### config.mk
export PLATFORM = sky130hd
export DESIGN_NAME = binary_buddy_allocator
export DESIGN_NICKNAME = d
export VERILOG_FILES = /design/src/hw/rtl/bba_pkg.sv /design/src/hw/rtl/bba_ctrl.sv /design/src/hw/rtl/bba_dp.sv /design/src/hw/rtl/binary_buddy_allocator.sv
export VERILOG_INCLUDE_DIRS = /design/src /design/src/hw/rtl
export SDC_FILE = /design/constraint.sdc
export NUM_CORES = 2
export LEC_CHECK = 0
export BUFFER_PORTS_ARGS = -buffer_cell sky130_fd_sc_hd__buf_2
export CORE_MARGIN = 2
export CORE_UTILIZATION = 62
export CTS_BUF_LIST = sky130_fd_sc_hd__clkbuf_2
export CTS_CLUSTER_SIZE = 40
export DETAILED_ROUTE_END_ITERATION = 8
export PLACE_DENSITY_LB_ADDON = 0.1
export SKIP_LAST_GASP = 1
export SLEW_MARGIN = 20
export SYNTH_ARGS = -nofsm -noshare
export SYNTH_HDL_FRONTEND = slang
export SYNTH_SLANG_ARGS = --single-unit
### constraint.sdc
create_clock -name i_clk -period 10 [get_ports i_clk]
set_clock_uncertainty 0.1 [all_clocks]
set_input_delay 2 -clock i_clk [delete_from_list [all_inputs] [get_ports i_clk]]
set_output_delay 2 -clock i_clk [all_outputs]
set_load 0.005 [all_outputs]
### src/hw/rtl/assert_macros.svh
// assertion helpers shared by the rtl files
`ifndef ASSERT_MACROS_SVH
`define ASSERT_MACROS_SVH

// same-cycle implication, disabled during reset
`define AST_SAME(lbl, clk, rst_n, pre, post, msg) \
    lbl: assert property (@(posedge clk) disable iff (!rst_n) (pre) |-> (post)) \
        else $error(msg);

// next-cycle implication, disabled during reset
`define AST_NEXT(lbl, clk, rst_n, pre, post, msg) \
    lbl: assert property (@(posedge clk) disable iff (!rst_n) (pre) |=> (post)) \
        else $error(msg);

`endif

### src/hw/rtl/bba_pkg.sv
// ----------------------------------------------------------------------------
// bba_pkg
// shared types, codes and defaults of the binary buddy allocator
// ----------------------------------------------------------------------------
package bba_pkg;

    localparam int MIN_ORDER  = 10;
    localparam int MAX_ORDER  = 17;
    localparam int SLOT_COUNT = 128;
    localparam logic [31:0] BASE_RESET = 32'h2000_0000;

    // result status codes
    localparam logic [2:0] ST_OK        = 3'd0;
    localparam logic [2:0] ST_ZERO      = 3'd1;
    localparam logic [2:0] ST_TOO_LARGE = 3'd2;
    localparam logic [2:0] ST_NO_FREE   = 3'd3;
    localparam logic [2:0] ST_NULL      = 3'd4;
    localparam logic [2:0] ST_OUTSIDE   = 3'd5;
    localparam logic [2:0] ST_MISALIGN  = 3'd6;
    localparam logic [2:0] ST_NOT_LIVE  = 3'd7;

    // datapath operations
    localparam logic [4:0] OP_NOP        = 5'd0;
    localparam logic [4:0] OP_CLEAR      = 5'd1;
    localparam logic [4:0] OP_LOAD       = 5'd2;
    localparam logic [4:0] OP_ROUND      = 5'd3;
    localparam logic [4:0] OP_SEARCH     = 5'd4;
    localparam logic [4:0] OP_HEAD_RD    = 5'd5;
    localparam logic [4:0] OP_HEAD_POP   = 5'd6;
    localparam logic [4:0] OP_SPLIT      = 5'd7;
    localparam logic [4:0] OP_GRANT      = 5'd8;
    localparam logic [4:0] OP_LIVE_RD    = 5'd9;
    localparam logic [4:0] OP_FREE       = 5'd10;
    localparam logic [4:0] OP_MPOP       = 5'd11;
    localparam logic [4:0] OP_WALK_START = 5'd12;
    localparam logic [4:0] OP_STEP       = 5'd13;
    localparam logic [4:0] OP_RD_LINK    = 5'd14;
    localparam logic [4:0] OP_UNLINK     = 5'd15;
    localparam logic [4:0] OP_PUSH       = 5'd16;
    localparam logic [4:0] OP_DONE       = 5'd17;

    typedef struct packed {
        logic        action;
        logic [31:0] request_size;
        logic [31:0] block_address;
    } t_in;

    typedef struct packed {
        logic [2:0]  status;
        logic [31:0] granted_address;
        logic [17:0] rounded_size;
        logic [17:0] free_bytes;
        logic [17:0] largest_free;
    } t_out;

    typedef struct packed {
        logic [4:0] op;
        logic [2:0] code;
    } t_cmd;

    typedef struct packed {
        logic       clr_last;
        logic       action;
        logic       size_zero;
        logic       fit;
        logic       top;
        logic       hv;
        logic       head_hit;
        logic       more;
        logic       link_v;
        logic       link_hit;
        logic       live_ok;
        logic       out_busy;
        logic [2:0] chk;
    } t_sts;

endpackage

### src/hw/rtl/bba_ctrl.sv
// ----------------------------------------------------------------------------
// bba_ctrl
// sequencer that steps the allocator datapath through one item at a time
// ----------------------------------------------------------------------------
`include "assert_macros.svh"

module bba_ctrl (
    input  logic          i_clk,
    input  logic          i_rst_n,
    input  logic          i_in_valid,
    output logic          o_in_stall,
    input  bba_pkg::t_sts i_sts,
    output bba_pkg::t_cmd o_cmd
);

    localparam logic [3:0] S_CLEAR  = 4'd0;
    localparam logic [3:0] S_IDLE   = 4'd1;
    localparam logic [3:0] S_START  = 4'd2;
    localparam logic [3:0] S_ROUND  = 4'd3;
    localparam logic [3:0] S_SEARCH = 4'd4;
    localparam logic [3:0] S_POPRD  = 4'd5;
    localparam logic [3:0] S_POP    = 4'd6;
    localparam logic [3:0] S_SPLIT  = 4'd7;
    localparam logic [3:0] S_LIVE   = 4'd8;
    localparam logic [3:0] S_MERGE  = 4'd9;
    localparam logic [3:0] S_MPOP   = 4'd10;
    localparam logic [3:0] S_WALK   = 4'd11;
    localparam logic [3:0] S_UNLINK = 4'd12;
    localparam logic [3:0] S_DONE   = 4'd13;

    logic [3:0] r_state, n_state;
    logic [2:0] r_code, n_code;

    always_ff @(posedge i_clk) begin
        if (!i_rst_n) begin
            r_state <= S_CLEAR;
            r_code  <= bba_pkg::ST_OK;
        end else begin
            r_state <= n_state;
            r_code  <= n_code;
        end
    end

    assign o_in_stall = (r_state != S_IDLE);

    always_comb begin
        n_state    = r_state;
        n_code     = r_code;
        o_cmd.op   = bba_pkg::OP_NOP;
        o_cmd.code = r_code;
        unique case (r_state)
            S_CLEAR: begin
                o_cmd.op = bba_pkg::OP_CLEAR;
                if (i_sts.clr_last) n_state = S_IDLE;
            end
            S_IDLE: begin
                if (i_in_valid) begin
                    o_cmd.op = bba_pkg::OP_LOAD;
                    n_state  = S_START;
                end
            end
            S_START: begin
                if (!i_sts.action) begin
                    if (i_sts.size_zero) begin
                        n_code  = bba_pkg::ST_ZERO;
                        n_state = S_DONE;
                    end else begin
                        n_state = S_ROUND;
                    end
                end else if (i_sts.chk != bba_pkg::ST_OK) begin
                    n_code  = i_sts.chk;
                    n_state = S_DONE;
                end else begin
                    o_cmd.op = bba_pkg::OP_LIVE_RD;
                    n_state  = S_LIVE;
                end
            end
            S_ROUND: begin
                o_cmd.op = bba_pkg::OP_ROUND;
                if (i_sts.fit) begin
                    n_state = S_SEARCH;
                end else if (i_sts.top) begin
                    n_code  = bba_pkg::ST_TOO_LARGE;
                    n_state = S_DONE;
                end
            end
            S_SEARCH: begin
                o_cmd.op = bba_pkg::OP_SEARCH;
                if (i_sts.hv) begin
                    n_state = S_POPRD;
                end else if (i_sts.top) begin
                    n_code  = bba_pkg::ST_NO_FREE;
                    n_state = S_DONE;
                end
            end
            S_POPRD: begin
                o_cmd.op = bba_pkg::OP_HEAD_RD;
                n_state  = S_POP;
            end
            S_POP: begin
                o_cmd.op = bba_pkg::OP_HEAD_POP;
                n_state  = S_SPLIT;
            end
            S_SPLIT: begin
                if (i_sts.more) begin
                    o_cmd.op = bba_pkg::OP_SPLIT;
                end else begin
                    o_cmd.op = bba_pkg::OP_GRANT;
                    n_code   = bba_pkg::ST_OK;
                    n_state  = S_DONE;
                end
            end
            S_LIVE: begin
                if (i_sts.live_ok) begin
                    o_cmd.op = bba_pkg::OP_FREE;
                    n_state  = S_MERGE;
                end else begin
                    n_code  = bba_pkg::ST_NOT_LIVE;
                    n_state = S_DONE;
                end
            end
            S_MERGE: begin
                if (i_sts.top || !i_sts.hv) begin
                    o_cmd.op = bba_pkg::OP_PUSH;
                    n_code   = bba_pkg::ST_OK;
                    n_state  = S_DONE;
                end else if (i_sts.head_hit) begin
                    o_cmd.op = bba_pkg::OP_HEAD_RD;
                    n_state  = S_MPOP;
                end else begin
                    o_cmd.op = bba_pkg::OP_WALK_START;
                    n_state  = S_WALK;
                end
            end
            S_MPOP: begin
                o_cmd.op = bba_pkg::OP_MPOP;
                n_state  = S_MERGE;
            end
            S_WALK: begin
                if (!i_sts.link_v) begin
                    o_cmd.op = bba_pkg::OP_PUSH;
                    n_code   = bba_pkg::ST_OK;
                    n_state  = S_DONE;
                end else if (i_sts.link_hit) begin
                    o_cmd.op = bba_pkg::OP_RD_LINK;
                    n_state  = S_UNLINK;
                end else begin
                    o_cmd.op = bba_pkg::OP_STEP;
                end
            end
            S_UNLINK: begin
                o_cmd.op = bba_pkg::OP_UNLINK;
                n_state  = S_MERGE;
            end
            S_DONE: begin
                if (!i_sts.out_busy) begin
                    o_cmd.op = bba_pkg::OP_DONE;
                    n_state  = S_IDLE;
                end
            end
            default: begin
                n_state = S_IDLE;
            end
        endcase
    end

    `AST_NEXT(a_accept_starts, i_clk, i_rst_n, (r_state == S_IDLE) && i_in_valid,
              r_state == S_START, "accepted item did not start")
    `AST_SAME(a_done_only_free, i_clk, i_rst_n, o_cmd.op == bba_pkg::OP_DONE,
              !i_sts.out_busy, "result issued over a held result")

endmodule

### src/hw/rtl/bba_dp.sv
// ----------------------------------------------------------------------------
// bba_dp
// free lists, link and live memories, counters and the result register
// ----------------------------------------------------------------------------
`include "assert_macros.svh"

module bba_dp #(
    parameter int MIN_ORDER  = bba_pkg::MIN_ORDER,
    parameter int MAX_ORDER  = bba_pkg::MAX_ORDER,
    parameter int SLOT_COUNT = bba_pkg::SLOT_COUNT
) (
    input  logic            i_clk,
    input  logic            i_rst_n,
    input  logic            i_cfg_we,
    input  logic [31:0]     i_cfg_wdata,
    input  bba_pkg::t_in    i_in_data,
    input  bba_pkg::t_cmd   i_cmd,
    output bba_pkg::t_sts   o_sts,
    output logic            o_out_valid,
    input  logic            i_out_stall,
    output bba_pkg::t_out   o_out_data
);

    localparam int OC = MAX_ORDER - MIN_ORDER + 1;
    localparam int LW = (OC > 1) ? $clog2(OC) : 1;
    localparam int PW = (MAX_ORDER > MIN_ORDER) ? (MAX_ORDER - MIN_ORDER) : 1;
    localparam int AW = (SLOT_COUNT > 1) ? $clog2(SLOT_COUNT) : 1;
    localparam int FW = MAX_ORDER + 1;

    // head of each order's list
    logic [AW-1:0] r_head [OC];
    logic [OC-1:0] r_hv;
    logic [FW-1:0] r_free;
    logic [31:0]   r_base;
    logic [AW-1:0] r_clr;
    logic          r_out_valid;
    bba_pkg::t_out r_out;

    // item and work registers
    logic          r_action;
    logic [31:0]   r_size;
    logic [31:0]   r_addr;
    logic [LW-1:0] r_lvl;
    logic [LW-1:0] r_want;
    logic [PW-1:0] r_slot;
    logic [AW-1:0] r_prev;
    logic [AW:0]   r_link;
    logic [4:0]    r_live;

    // memories: link has valid in msb
    logic [AW:0]   m_link [SLOT_COUNT];
    logic [4:0]    m_live [SLOT_COUNT];

    logic [32:0]   off;
    logic [PW-1:0] fslot;
    logic [PW-1:0] buddy;
    logic [PW-1:0] lo_slot;
    logic [LW-1:0] nl;
    logic [PW-1:0] nslot;
    logic          nslot_in;
    logic          slot_in;
    logic [AW:0]   lk_wdata;
    logic [AW-1:0] lk_waddr;
    logic          lk_we;
    logic [AW-1:0] lk_raddr;
    logic          lk_re;
    logic [17:0]   largest;
    logic [17:0]   rounded;
    logic [2:0]    chk;

    always_comb begin
        off     = {1'b0, r_addr} - {1'b0, r_base};
        fslot   = PW'(off >> MIN_ORDER);
        buddy   = r_slot ^ (PW'(1) << r_lvl);
        lo_slot = (buddy < r_slot) ? buddy : r_slot;
        nl      = r_lvl - LW'(1);
        nslot   = r_slot + (PW'(1) << nl);
        nslot_in = (32'(nslot) < 32'(SLOT_COUNT));
        slot_in  = (32'(r_slot) < 32'(SLOT_COUNT));
        if (r_addr == 32'd0) begin
            chk = bba_pkg::ST_NULL;
        end else if ((r_addr < r_base) || (off >= (33'(1) << MAX_ORDER))) begin
            chk = bba_pkg::ST_OUTSIDE;
        end else if (off[MIN_ORDER-1:0] != '0) begin
            chk = bba_pkg::ST_MISALIGN;
        end else begin
            chk = bba_pkg::ST_OK;
        end
    end

    // link memory port selection
    always_comb begin
        lk_we    = 1'b0;
        lk_waddr = r_clr;
        lk_wdata = '0;
        lk_re    = 1'b0;
        lk_raddr = r_head[r_lvl];
        case (i_cmd.op)
            bba_pkg::OP_CLEAR: begin
                lk_we = 1'b1;
            end
            bba_pkg::OP_SPLIT: begin
                lk_we    = nslot_in;
                lk_waddr = AW'(nslot);
                lk_wdata = {r_hv[nl], r_head[nl]};
            end
            bba_pkg::OP_UNLINK: begin
                lk_we    = 1'b1;
                lk_waddr = r_prev;
                lk_wdata = r_link;
            end
            bba_pkg::OP_PUSH: begin
                lk_we    = slot_in;
                lk_waddr = AW'(r_slot);
                lk_wdata = {r_hv[r_lvl], r_head[r_lvl]};
            end
            bba_pkg::OP_HEAD_RD, bba_pkg::OP_WALK_START: begin
                lk_re = 1'b1;
            end
            bba_pkg::OP_STEP, bba_pkg::OP_RD_LINK: begin
                lk_re    = 1'b1;
                lk_raddr = r_link[AW-1:0];
            end
            default: begin
                lk_we = 1'b0;
            end
        endcase
    end

    always_ff @(posedge i_clk) begin
        if (lk_we) m_link[lk_waddr] <= lk_wdata;
        if (lk_re) r_link <= m_link[lk_raddr];
    end

    always_ff @(posedge i_clk) begin
        case (i_cmd.op)
            bba_pkg::OP_CLEAR: m_live[r_clr] <= 5'd0;
            bba_pkg::OP_GRANT: m_live[AW'(r_slot)] <= 5'(32'(r_want) + MIN_ORDER);
            bba_pkg::OP_FREE:  m_live[AW'(r_slot)] <= 5'd0;
            default: begin
            end
        endcase
        if (i_cmd.op == bba_pkg::OP_LIVE_RD) begin
            r_live <= (32'(fslot) < 32'(SLOT_COUNT)) ? m_live[AW'(fslot)] : 5'd0;
        end
    end

    // control state
    always_ff @(posedge i_clk) begin
        if (!i_rst_n) begin
            for (int k = 0; k < OC; k++) r_head[k] <= '0;
            r_hv        <= OC'(1) << (OC - 1);
            r_free      <= FW'(1) << MAX_ORDER;
            r_base      <= bba_pkg::BASE_RESET;
            r_clr       <= '0;
            r_out_valid <= 1'b0;
        end else begin
            if (i_cfg_we) r_base <= i_cfg_wdata;
            // a new result may replace one leaving in the same cycle
            if (i_cmd.op == bba_pkg::OP_DONE) begin
                r_out_valid <= 1'b1;
            end else if (r_out_valid && !i_out_stall) begin
                r_out_valid <= 1'b0;
            end
            case (i_cmd.op)
                bba_pkg::OP_CLEAR: r_clr <= r_clr + AW'(1);
                bba_pkg::OP_HEAD_POP: begin
                    r_head[r_lvl] <= r_link[AW-1:0];
                    r_hv[r_lvl]   <= r_link[AW];
                end
                bba_pkg::OP_MPOP: begin
                    r_head[r_lvl] <= r_link[AW-1:0];
                    r_hv[r_lvl]   <= r_link[AW];
                end
                bba_pkg::OP_SPLIT: begin
                    if (nslot_in) begin
                        r_head[nl] <= AW'(nslot);
                        r_hv[nl]   <= 1'b1;
                    end
                end
                bba_pkg::OP_PUSH: begin
                    if (slot_in) begin
                        r_head[r_lvl] <= AW'(r_slot);
                        r_hv[r_lvl]   <= 1'b1;
                    end
                end
                bba_pkg::OP_GRANT: r_free <= r_free - (FW'(1) << (32'(r_want) + MIN_ORDER));
                bba_pkg::OP_FREE:  r_free <= r_free + (FW'(1) << r_live);
                default: begin
                end
            endcase
        end
    end

    // work registers
    always_ff @(posedge i_clk) begin
        case (i_cmd.op)
            bba_pkg::OP_LOAD: begin
                r_action <= i_in_data.action;
                r_size   <= i_in_data.request_size;
                r_addr   <= i_in_data.block_address;
                r_lvl    <= '0;
            end
            bba_pkg::OP_ROUND: begin
                if (o_sts.fit) r_want <= r_lvl;
                else           r_lvl  <= r_lvl + LW'(1);
            end
            bba_pkg::OP_SEARCH: begin
                if (r_hv[r_lvl]) r_slot <= PW'(r_head[r_lvl]);
                else             r_lvl  <= r_lvl + LW'(1);
            end
            bba_pkg::OP_SPLIT: r_lvl <= nl;
            bba_pkg::OP_LIVE_RD: r_slot <= fslot;
            bba_pkg::OP_FREE: r_lvl <= LW'(32'(r_live) - MIN_ORDER);
            bba_pkg::OP_MPOP, bba_pkg::OP_UNLINK: begin
                r_slot <= lo_slot;
                r_lvl  <= r_lvl + LW'(1);
            end
            bba_pkg::OP_WALK_START: r_prev <= r_head[r_lvl];
            bba_pkg::OP_STEP: r_prev <= r_link[AW-1:0];
            bba_pkg::OP_DONE: begin
                r_out.status          <= i_cmd.code;
                r_out.granted_address <= (!r_action && i_cmd.code == bba_pkg::ST_OK) ?
                                         r_base + (32'(r_slot) << MIN_ORDER) : 32'd0;
                r_out.rounded_size    <= rounded;
                r_out.free_bytes      <= 18'(r_free);
                r_out.largest_free    <= largest;
            end
            default: begin
            end
        endcase
    end

    always_comb begin
        largest = '0;
        for (int k = 0; k < OC; k++) begin
            if (r_hv[k]) largest = 18'(1) << (k + MIN_ORDER);
        end
        if (r_action || i_cmd.code == bba_pkg::ST_TOO_LARGE) rounded = '0;
        else if (i_cmd.code == bba_pkg::ST_ZERO) rounded = 18'(1) << MIN_ORDER;
        else rounded = 18'(1) << (32'(r_want) + MIN_ORDER);
    end

    always_comb begin
        o_sts.clr_last  = (32'(r_clr) == 32'(SLOT_COUNT - 1));
        o_sts.action    = r_action;
        o_sts.size_zero = (r_size == 32'd0);
        o_sts.fit       = ({1'b0, r_size} <= (33'(1) << (32'(r_lvl) + MIN_ORDER)));
        o_sts.top       = (32'(r_lvl) == OC - 1);
        o_sts.hv        = r_hv[r_lvl];
        o_sts.head_hit  = (32'(r_head[r_lvl]) == 32'(buddy));
        o_sts.more      = (r_lvl != r_want);
        o_sts.link_v    = r_link[AW];
        o_sts.link_hit  = (32'(r_link[AW-1:0]) == 32'(buddy));
        o_sts.live_ok   = (32'(r_live) >= MIN_ORDER) && (32'(r_live) <= MAX_ORDER);
        o_sts.out_busy  = r_out_valid && i_out_stall;
        o_sts.chk       = chk;
    end

    assign o_out_valid = r_out_valid;
    assign o_out_data  = r_out;

    `AST_NEXT(a_done_sets_valid, i_clk, i_rst_n, i_cmd.op == bba_pkg::OP_DONE,
              r_out_valid, "result register not loaded")
    `AST_SAME(a_free_bounded, i_clk, i_rst_n, 1'b1, r_free <= (FW'(1) << MAX_ORDER),
              "free count beyond pool size")

endmodule

### src/hw/rtl/binary_buddy_allocator.sv
// ----------------------------------------------------------------------------
// binary_buddy_allocator
// buddy allocator over a power-of-two pool with one result per request
// ----------------------------------------------------------------------------
// One request is worked at a time; each gives exactly one result. After reset
// a clearing pass walks every slot of the link and live memories while input
// stays stalled. An allocate rounds the size up order by order, searches the
// orders upward for a free block, pops it and splits it down to the rounded
// order; the rounding, search and split loops each run at most MAX_ORDER -
// MIN_ORDER + 1 times. A free checks the address, reads the live table and, at
// each merge level, pops the buddy when it heads its list or else walks the
// list entry by entry and unlinks it. Every list read and write goes through
// the link memory. The result register lets the next request be taken while a
// result still waits. pool_base moves the pool only and should be written while idle.
module binary_buddy_allocator #(
    parameter int MIN_ORDER  = bba_pkg::MIN_ORDER,
    parameter int MAX_ORDER  = bba_pkg::MAX_ORDER,
    parameter int SLOT_COUNT = bba_pkg::SLOT_COUNT
) (
    input  logic          i_clk,
    input  logic          i_rst_n,
    // configuration: pool base address
    input  logic          i_cfg_we,
    input  logic [31:0]   i_cfg_wdata,
    // request transfer
    input  logic          i_in_valid,
    output logic          o_in_stall,
    input  bba_pkg::t_in  i_in_data,
    // result transfer
    output logic          o_out_valid,
    input  logic          i_out_stall,
    output bba_pkg::t_out o_out_data
);

    bba_pkg::t_cmd cmd;
    bba_pkg::t_sts sts;

    // sequencer
    bba_ctrl u_ctrl (
        .i_clk      (i_clk),
        .i_rst_n    (i_rst_n),
        .i_in_valid (i_in_valid),
        .o_in_stall (o_in_stall),
        .i_sts      (sts),
        .o_cmd      (cmd)
    );

    // lists, memories and result register
    bba_dp #(
        .MIN_ORDER  (MIN_ORDER),
        .MAX_ORDER  (MAX_ORDER),
        .SLOT_COUNT (SLOT_COUNT)
    ) u_dp (
        .i_clk       (i_clk),
        .i_rst_n     (i_rst_n),
        .i_cfg_we    (i_cfg_we),
        .i_cfg_wdata (i_cfg_wdata),
        .i_in_data   (i_in_data),
        .i_cmd       (cmd),
        .o_sts       (sts),
        .o_out_valid (o_out_valid),
        .i_out_stall (i_out_stall),
        .o_out_data  (o_out_data)
    );

endmodule

==> impl_metrics.ini <==
[critical_path]
critical_path.reg2reg.endpoint = u_dp.m_link[18][4]
crit_slowest_cell = o22ai_1
path_class = reg -> reg
crit_path_end_kind = register
cp_common_cell = ha_1
reg2regPathDepth = 16
worstPathRequired_ns = 11.26
max_stage_delay_ns = 0.78
worstPathMaxFanout = 29
start_kind = register
crit_chain = buf_4 > inv_1 > ha_1 > ha_1 > and2_1 > ha_1 > fa_1 > a21o_1 > a21oi_1 > xnor2_1 > a22oi_1 > nand2_1 > inv_1 > o22ai_1 > nand2_1 > nor2_1
r2r_slack_ns = 3.79
critPathCapture = u_dp.m_link[18][4]
crit_path_start = u_dp.r_lvl[0]
arrival_ns = 7.46
worstReg2RegStart = u_dp.r_lvl[0]

[power_and_ir_drop]
ir_worst_vdd_uv = 116
p_per_area_nw_per_um2 = 163
p_leak_nw = 30.4

[timing]
report.final.slew_viol_count = 0
min_period_ns = 6.21
finalSetupViolCount = 0
max_freq_mhz = 161
hold_viol = 0
slew_headroom_pct = 18.9
worst_pin_slew_ns = 1.21
rsz0062_at_grt = no
min_period_over_period_pct = 62.1
tns_ns = 0

[drt]
drtIter0Drc = 5231
dr_wl_met2_mm = 98.8
antenna_left = 0
drc = 0
viasPerCell = 6.35
vias = 47500
routedWlPerCell_um = 27.0
dr.pass1.iters = 6
wl_met3_mm = 16.9
finalWirelength_mm = 202
top_layer = met5
wl_met1_mm = 80.1

[clock_network]
clock_path_buffers = 4
holdBufCountCts = 4
cts_tree = done
clk_latency_ns = 1.82
numCtsBuffers = 475
cts_setup_buffers = 0
cts_resized = 0
cts_sinks = 1973
htree_num_levels = 5
cts_root_buf = clkbuf_2
cts.clk_slew.worst_paths_ns = 0.10

[cells_and_area]
drive_gt1_share_pct = 27.5
seqCellArea_um2 = 58500
multi_input_area_um2 = 24000
n_fill_cell = 9090
final_util_pct = 67.9
area_growth_pct = 8.54
fin_nets = 5570

[yosys]
synthCells = 4838
ys_ff_latch = 1973
yosys_warnings = 0
post-synth-top-count-cell = edfxtp_1
async_reset_ff_share_pct = 0
ys_types = 95
synth_edf_count = 1897
syn_area_um2 = 83700
synthTopCellsByArea = edfxtp_1 68%, mux4_2 13%, nor2_1 2.4%, dfxtp_1 1.8%, mux2i_1 1.8%
synth_top_area_share_pct = 68.1
ys.flop_type = edfxtp_1
post_synth.cell_area_avg_um2 = 17.3
yosys.area.top_type = edfxtp_1
ys_top_cells_by_count = 1897 x edfxtp_1, 532 x nor2_1, 467 x mux4_2, 258 x nand2_1
synth_seq_area_share_pct = 69.9

[placement]
dpl.hpwl_mm = 124
port-buffer-count = 182
place_congestion = 0.908

[floorplan]
start_util_pct = 62.6
die_w_um = 371
core_area_um2 = 134000
fp.dieH_um = 371
ios = 193
dieArea_um2 = 138000
rows = 134

[status]
status = completed

[grt]
grt_pass1_wl_mm = 300
grt_usage_pct = 29.5
grt_overflow = 0
grt_max_degree = 169
grt_pass1_vias = 47500
antenna_found_initial = 4

[job]
maxCapViolations = 0

[min_path]
hp-class = in -> reg
-- kinds of logic (layout without fill, tap and decap cells) --
kind of cell,after synthesis,count (layout),synth area share [%]
and+or+nand+nor,1083,1083,5.67
muxes,690,690,15.4
DFF,1973,1973,69.9
other,2,35,0.00897
buffers and inverters,335,1176,1.89
xor gates and xnor gates,86,86,0.954
AOI/OAI and AO/OA,556,556,4.47
adders and majority gates,113,113,1.72
-- sequential cells by signal, summed over array words and instances, names as in the netlist, 3 cells and up, named ones only --
name,cells
u_dp.r_lvl,3
u_dp.r_live,5
u_dp.r_want,3
u_dp.r_head,56
u_dp.r_free,18
u_dp.r_hv,8
u_dp.m_live,640
u_dp.m_link,1024
u_dp.r_clr,7
u_dp.r_slot,7
u_dp.r_base,32
u_dp.r_prev,7
u_ctrl.r_code,3
u_dp.r_addr,32
u_dp.r_size,32
u_dp.o_out_data,79
u_ctrl.r_state,4
u_dp.r_link,8
-- power by group --
part           leakage [nW]  switching [mW]  internal [mW]
Sequential             17.9          0.0182           8.95
Clock                  3.17            3.12           1.93
Combinational          9.30           0.441          0.306
-- final cells by class --
class / instances / share of cell area, %
Inverter: 79 / 0.326
Tap cell: 1768 / 2.43
Clock inverter: 162 / 0.861
Timing Repair Buffer: 268 / 1.86
Clock buffer: 667 / 3.67
Multi-Input combinational cell: 2558 / 26.5
Antenna cell: 5 / 0.0138
Sequential cell: 1973 / 64.4
-- metrics by stage --
stage	setup WS (ns)	hold slack (ns)	instances	cell area (um2)	total power, mW
floorplan	1.35	0.317	4866	83800	9.69
global placement	3.93	0.330	6638	86600	9.89
detailed placement	3.80	0.336	6639	86600	9.90
CTS	3.86	0.00211	7472	90800	14.9
global route	3.46	0.0720	7480	90900	15.4
finish	3.79	0.254	7480	90900	14.8
-- routing by layer --
metal / vias to the layer above / global-route usage, %
met2: 2568 / 46.9
met3: 432 / 5.57
met5: - / 0
li1: 20600 / -
met4: 2 / 11.1
met1: 23900 / 41.3
-- worst min-delay path by stage --
stage / end / depth (start not counted) / from
6_report: u_dp.r_size[9] / 1 / i_in_data[41]
5_1_grt: u_dp.r_size[9] / 1 / i_in_data[41]
4_1_cts: u_dp.r_size[9] / 1 / i_in_data[41]
3_5_place_dp: u_dp.o_out_data[35] / 0 / u_dp.r_free[17]
3_3_place_gp: u_dp.o_out_data[35] / 0 / u_dp.r_free[17]
2_1_floorplan: u_dp.o_out_data[35] / 0 / u_dp.r_free[17]
-- critical path: cells and delay by family, from the launching register on --
family | cells | cell delay [ns]
and+or+nand+nor | 4 | 1.67
adders and majority gates | 4 | 1.49
AOI/OAI and AO/OA | 4 | 1.28
buffers and inverters | 3 | 0.82
DFF | 1 | 0.37
xor gates and xnor gates | 1 | 0.18
-- cells in the final DEF, fill, tap and decap left out, drive strengths merged, types with 28 or more instances in the layout --
cell	count
o211ai	76
nand2b	29
conb	30
nor3	42
o21ai	96
mux2i	152
clkbuf	667
edfxtp	1897
dfxtp	76
nand3	63
clkinv	152
mux2	68
o22ai	30
a21o	33
nor2	532
ha	109
a21oi	153
buf	264
xnor2	62
nor4	28
inv	84
mux4	470
nand2	259
Note: power is estimated with default switching activity, not from simulation.
